$ cat config.mk
export PLATFORM = sky130hd
export DESIGN_NAME = m4i_div
export DESIGN_NICKNAME = d
export VERILOG_FILES = /design/src/rtl/m4i_pkg.sv /design/src/rtl/m4i_div.sv
export SDC_FILE = /design/constraint.sdc
export NUM_CORES = 1
export LEC_CHECK = 0
export ABC_AREA = 1
export BUFFER_PORTS_ARGS = -buffer_cell sky130_fd_sc_hd__buf_2
export CAP_MARGIN = 20
export CORE_UTILIZATION = 35
export DETAILED_ROUTE_END_ITERATION = 16
export PLACE_DENSITY = 0.55
export SYNTH_ARGS = -nofsm -noshare
export SYNTH_HDL_FRONTEND = slang
export SYNTH_SLANG_ARGS = --single-unit
$ cat constraint.sdc
create_clock -name clk -period 7.31 [get_ports clk]
set_input_delay 1.0965 -clock clk [delete_from_list [all_inputs] [get_ports clk]]
set_output_delay 1.0965 -clock clk [all_outputs]
set_load 0.05 [all_outputs]
$ cat src/rtl/m4i_pkg.sv
// shared types, constants and address helpers for the 4x4 matrix inverse
package m4i_pkg;

  localparam int ELEM_W        = 32;
  localparam int ADJ_W         = 100;  // exact cofactor width
  localparam int DET_W         = 136;  // exact determinant width
  localparam int CHUNK_W       = 32;
  localparam int PROD_W        = 65;
  localparam int DIV_STEPS     = 33;   // quotient bits kept
  localparam int FRAC_BITS_DEF = 16;

  localparam logic [DIV_STEPS-1:0] Q_LIM_POS = 33'h0_7fff_ffff;
  localparam logic [DIV_STEPS-1:0] Q_LIM_NEG = 33'h0_8000_0000;

  typedef enum logic [3:0] {
    S_LOAD,
    S_COF,
    S_DET,
    S_DRD,
    S_DSET,
    S_DSTART,
    S_DWAIT,
    S_EMIT
  } state_t;

  typedef struct packed {
    logic done;
    logic big;
  } div_sts_t;

  // store address of minor element (i, j) for cofactor k = 4*c + r
  function automatic logic [3:0] elem_addr(input logic [3:0] k, input logic [1:0] i,
                                           input logic [1:0] j);
    logic [1:0] f;
    logic [1:0] s;
    f = (i < k[1:0]) ? i : i + 2'd1;
    s = (j < k[3:2]) ? j : j + 2'd1;
    return {f, s};
  endfunction

  // minor position {i, j} of the 2x2 operands: m = a1*b1 - a2*b2
  function automatic logic [3:0] pair_pos(input logic [1:0] term, input logic [1:0] slot);
    logic [3:0] p;
    case ({term, slot})
      4'b00_00: p = {2'd1, 2'd1};
      4'b00_01: p = {2'd2, 2'd2};
      4'b00_10: p = {2'd1, 2'd2};
      4'b00_11: p = {2'd2, 2'd1};
      4'b01_00: p = {2'd1, 2'd0};
      4'b01_01: p = {2'd2, 2'd2};
      4'b01_10: p = {2'd1, 2'd2};
      4'b01_11: p = {2'd2, 2'd0};
      4'b10_00: p = {2'd1, 2'd0};
      4'b10_01: p = {2'd2, 2'd1};
      4'b10_10: p = {2'd1, 2'd1};
      4'b10_11: p = {2'd2, 2'd0};
      default:  p = '0;
    endcase
    return p;
  endfunction

endpackage

$ cat src/rtl/m4i_div.sv
// restoring divider for the scaled cofactor over the determinant magnitude
module m4i_div import m4i_pkg::*; #(
  parameter int FRAC_BITS = FRAC_BITS_DEF
) (
  input  logic                 clk,
  input  logic                 rst_n,
  input  logic                 start,
  input  logic [ADJ_W+2*FRAC_BITS-1:0] num,
  input  logic [DET_W-1:0]     dmag,
  output logic [DIV_STEPS-1:0] q,
  output div_sts_t             sts
);

  localparam int NUM_W = ADJ_W + 2 * FRAC_BITS;
  localparam int HI_W  = NUM_W - DIV_STEPS;
  localparam int CMP_W = (HI_W > DET_W) ? HI_W : DET_W;
  localparam int CNT_W = $clog2(DIV_STEPS);

  logic [DET_W-1:0]     rem_r;
  logic [DIV_STEPS-1:0] nlow_r;
  logic [DIV_STEPS-1:0] q_r;
  logic [CNT_W-1:0]     cnt_r;
  logic                 busy_r;
  logic                 done_r;
  logic                 big_r;

  logic [CMP_W-1:0]     hi;
  logic                 big;
  logic [DET_W:0]       trial;
  logic                 ge;
  logic [DET_W-1:0]     rem_nxt;

  always_comb begin
    hi      = CMP_W'(num >> DIV_STEPS);
    big     = hi >= CMP_W'(dmag);
    trial   = {rem_r, nlow_r[DIV_STEPS-1]};
    ge      = trial >= {1'b0, dmag};
    rem_nxt = ge ? DET_W'(trial - {1'b0, dmag}) : DET_W'(trial);
  end

  always_ff @(posedge clk) begin
    if (!rst_n) begin
      busy_r <= 1'b0;
      done_r <= 1'b0;
      cnt_r  <= '0;
    end else begin
      done_r <= busy_r && !start && (cnt_r == '0);
      if (start) begin
        busy_r <= 1'b1;
        cnt_r  <= CNT_W'(DIV_STEPS - 1);
      end else if (busy_r) begin
        cnt_r <= cnt_r - 1'b1;
        if (cnt_r == '0) begin
          busy_r <= 1'b0;
        end
      end
    end
  end

  always_ff @(posedge clk) begin
    if (start) begin
      big_r  <= big;
      rem_r  <= DET_W'(hi);
      nlow_r <= num[DIV_STEPS-1:0];
      q_r    <= '0;
    end else if (busy_r) begin
      rem_r  <= rem_nxt;
      nlow_r <= nlow_r << 1;
      q_r    <= {q_r[DIV_STEPS-2:0], ge};
    end
  end

  assign q        = q_r;
  assign sts.done = done_r;
  assign sts.big  = big_r;

endmodule

==> impl_metrics.yaml <==
status:
  status: "completed"
power_and_ir_drop:
  finalPower_mw: 5.007
  p_leak_nw: 18.00
  combPwrFrac_pct: 42.1
  power_switching_mw: 2.143
  swShare_pct: 42.81
  intPower_mw: 2.864
  ir_drop_v: 0.0001774
  clockPowerShare_pct: 29.4
  power.share.sequential_pct: 28.5
  powerDensity_nw_per_um2: 162.6
yosys:
  netlist_area_um2: 27330
  ys_ff_latch: 211
  synth_largest_area_cell: "nand2_1"
  synth_common_cells: "2065 x nand2_1, 1002 x inv_1, 321 x nor2_1"
  ys_async_sr_fraction_pct: 0
  synthDominantCellAreaShare_pct: 28.36
  postSynthCellCount: 4859
  synth_ff_type: "edfxtp_1"
  synth_edf_count: 133
  yosysUniqueCellTypes: 43
  postSynthAreaPerCell_um2: 5.624
  synthTopCellsByArea: "nand2_1 28%, edfxtp_1 15%, inv_1 14%, ha_1 11%, dfxtp_1 5.7%"
  synth.yosys.seq_area_share_pct: 20.33
  syn-num-nets: 5368
  yosysWarnings: 0
  yosysMostFrequentCell: "nand2_1"
finish:
  area_growth_pct: 12.70
  n_fill_cell: 8987
  drive_gt1_share_pct: 8.220
  fin_util_pct: 39.82
  final_cell_area_um2: 30800
  antenna_cells: 0
  seq_area_um2: 5555
  nets: 5632
  multiInputGateArea_um2: 17470
  final_cells: 6186
cts:
  cts_tree: "yes"
  cts_setup_buffers: 0
  cts_max_level: 1
  cts_made_buffers: 29
  clk_pin_slew_ns: 0.06
  cts_root_buf: "clkbuf_16"
  post_cts_resized: 0
  cts_sinks: 211
  cts_hold_buf: 0
  max-clock-path-buffers: 3
  clkLatencyLatePin_ns: 0.62
sta:
  finalSetupViolations: 0
  finalCritPeriodShare_pct: 64.29
  min_period_ns: 4.700
  rsz0062_at_grt: "no"
  final_hold_viol_count: 0
  slew_viol_final: 0
  tightest_slew_ns: 1.050
  relSlewSlack_pct: 29.37
  timing.setup.tns_ns: 0
  fmax_mhz: 212.8
  finClkSkew_ns: 0.03014
floorplanning:
  initial_core_util_pct: 35.34
  ios: 306
  die-area_um2: 79200
  dieWidth_um: 281.4
  die_y_um: 281.4
  core-area_um2: 77340
  fp-row-count: 102
critical_path:
  crit_fanout: 47
  start_kind: "primary input"
  rrSetupSlack_ns: 2.81
  reg2reg_depth: 14
  worstReg2RegEnd: "rem_r[39]"
  r2r-start: "rem_r[62]"
  critPathRequiredTime_ns: 7.69
  path_class: "primary input to register"
  worst_setup_path_end_kind: "register"
  critical_path_arrival_ns: 5.08
route:
  ant_nets: 0
  wirelength_um: 122200
  post-route-drc-count: 0
  num_vias: 30000
  drt-initial-drc-count: 2262
  first_pass_iters: 7
  wl_per_cell_um: 19.76
  viasPerCell: 4.850
global_routing:
  groute.layer.met1.usage_pct: 39.63
  antenna_found_initial: 0
  grt_busiest_layer: "met2"
  grt_pass1_vias: 29110
  grt.total_usage_pct: 30.53
  grt_use_met2_pct: 52.05
  grt.overflow.total: 0
  grt_first_pass_wirelength_um: 180300
  grt_use_met3_pct: 2.826
  grt_max_degree: 88
min_path:
  holdPathEnd: "rem_r[135]"
  hp-start: "rem_r[135]"
  whs_path_depth: 2
  hp-class: "register to register"
placement:
  port_buffers: 305
  dpl_cell_area_um2: 29830
  dpl.hpwl_um: 105500
  dp.cells: 6132
  place_congestion: 1.047
flow_run:
  max-cap-violations: 0
## power groups by stage
| stage | Combinational (mW) | Sequential, mW | Clock [mW] |
|---|---|---|---|
| after floorplan | 1.32 | 1.44 | 0 |
| after global placement | 2.09 | 1.45 | 0 |
| after detailed placement | 2.08 | 1.45 | 0 |
| after CTS | 2.09 | 1.43 | 1.50 |
| after global routing | 2.32 | 1.44 | 1.54 |
| final | 2.11 | 1.43 | 1.47 |
## per-stage QoR
step / worst slack, ns / hold WS, ns
global route: 2.475 / 0.4844
CTS: 2.624 / 0.4630
global placement: 2.067 / 0.4403
floorplan: 1.413 / 0.4258
detailed placement: 1.988 / 0.4533
finish: 2.610 / 0.4677
## cell type report
cell class | instances | area share [%]
Tap cell | 1040 | 4.225
Timing Repair Buffer | 321 | 5.354
Sequential cell | 211 | 18.04
Clock buffer | 40 | 2.827
Clock inverter | 14 | 0.3209
Multi-Input combinational cell | 3534 | 56.71
Inverter | 1026 | 12.53
## state kept, by name (all words and copies together), names as in the netlist
| signal | count |
|---|---|
| big_r | 1 |
| busy_r | 1 |
| cnt_r | 6 |
| done_r | 1 |
| nlow_r | 33 |
| q | 33 |
| rem_r | 136 |
## routing by layer
metal | wire length (um) | part of all wire (%)
met2 | 56260 | 46
met5 | 0 | 0
met1 | 54910 | 45
met4 | 5425 | 4.4
met3 | 5613 | 4.6
## cell usage in the layout (no fill, tap or decap), types with 3 or more instances in the layout
cell type  synthesis  final
a211oi_1           3      3
a21oi_1          175    175
a31oi_1            4      4
and2_1             4      4
buf_2             26    304
buf_4              3     17
clkbuf_1          36      4
clkbuf_16          0     32
clkbuf_8           0      4
clkinv_1           4      4
clkinv_2           0      8
dfxtp_1           78     78
edfxtp_1         133    133
ha_1             237    237
inv_1           1002   1001
inv_2             20     19
nand2_1         2065   2065
nand3_1          249    249
nand3b_1         152    152
nand4_1           33     33
nor2_1           321    318
nor2_2            20     22
nor3_1            41     41
nor4_1            14     14
o211ai_1           4      4
o21a_1             6      6
o21ai_0           55     55
o21bai_1          20     20
o22ai_1           31     31
xnor2_1           77     77
## cells by family (layout without fill, tap and decap cells)
group                      count (synthesis)  after routing  synth area share (%)
buffers and inverters                   1114           1401                 15.85
xor gates and xnor gates                  79             79                 2.532
AOI/OAI and AO/OA                        305            305                 6.107
DFF                                      211            211                 20.33
and+or+nand+nor                         2912           2912                 44.26
adders and majority gates                238            238                 10.92
## worst max-delay path, cell delays in order
cell	delay, ns
buf_2	0.08
inv_1	0.06
ha_1	0.44
nand2_1	0.24
nor2_1	0.34
and2_1	0.25
nand2_1	0.12
nor3_1	0.49
nand4_1	0.32
nand3_1	0.23
nor2_4	0.09
nand2_4	0.46
buf_4	0.52
nand2_1	0.12
nand3_1	0.10
nand2_1	0.06
## worst max-delay path by stage
stage / start / end / slack (ns)
finish: dmag[63] / rem_r[39] / 2.61
global route: dmag[95] / rem_r[28] / 2.47
CTS: dmag[63] / rem_r[39] / 2.62
detailed placement: dmag[63] / rem_r[30] / 1.99
global placement: dmag[63] / rem_r[20] / 2.07
floorplan: start / nlow_r[0] / 1.41
Power figures use the tool's default switching activity.
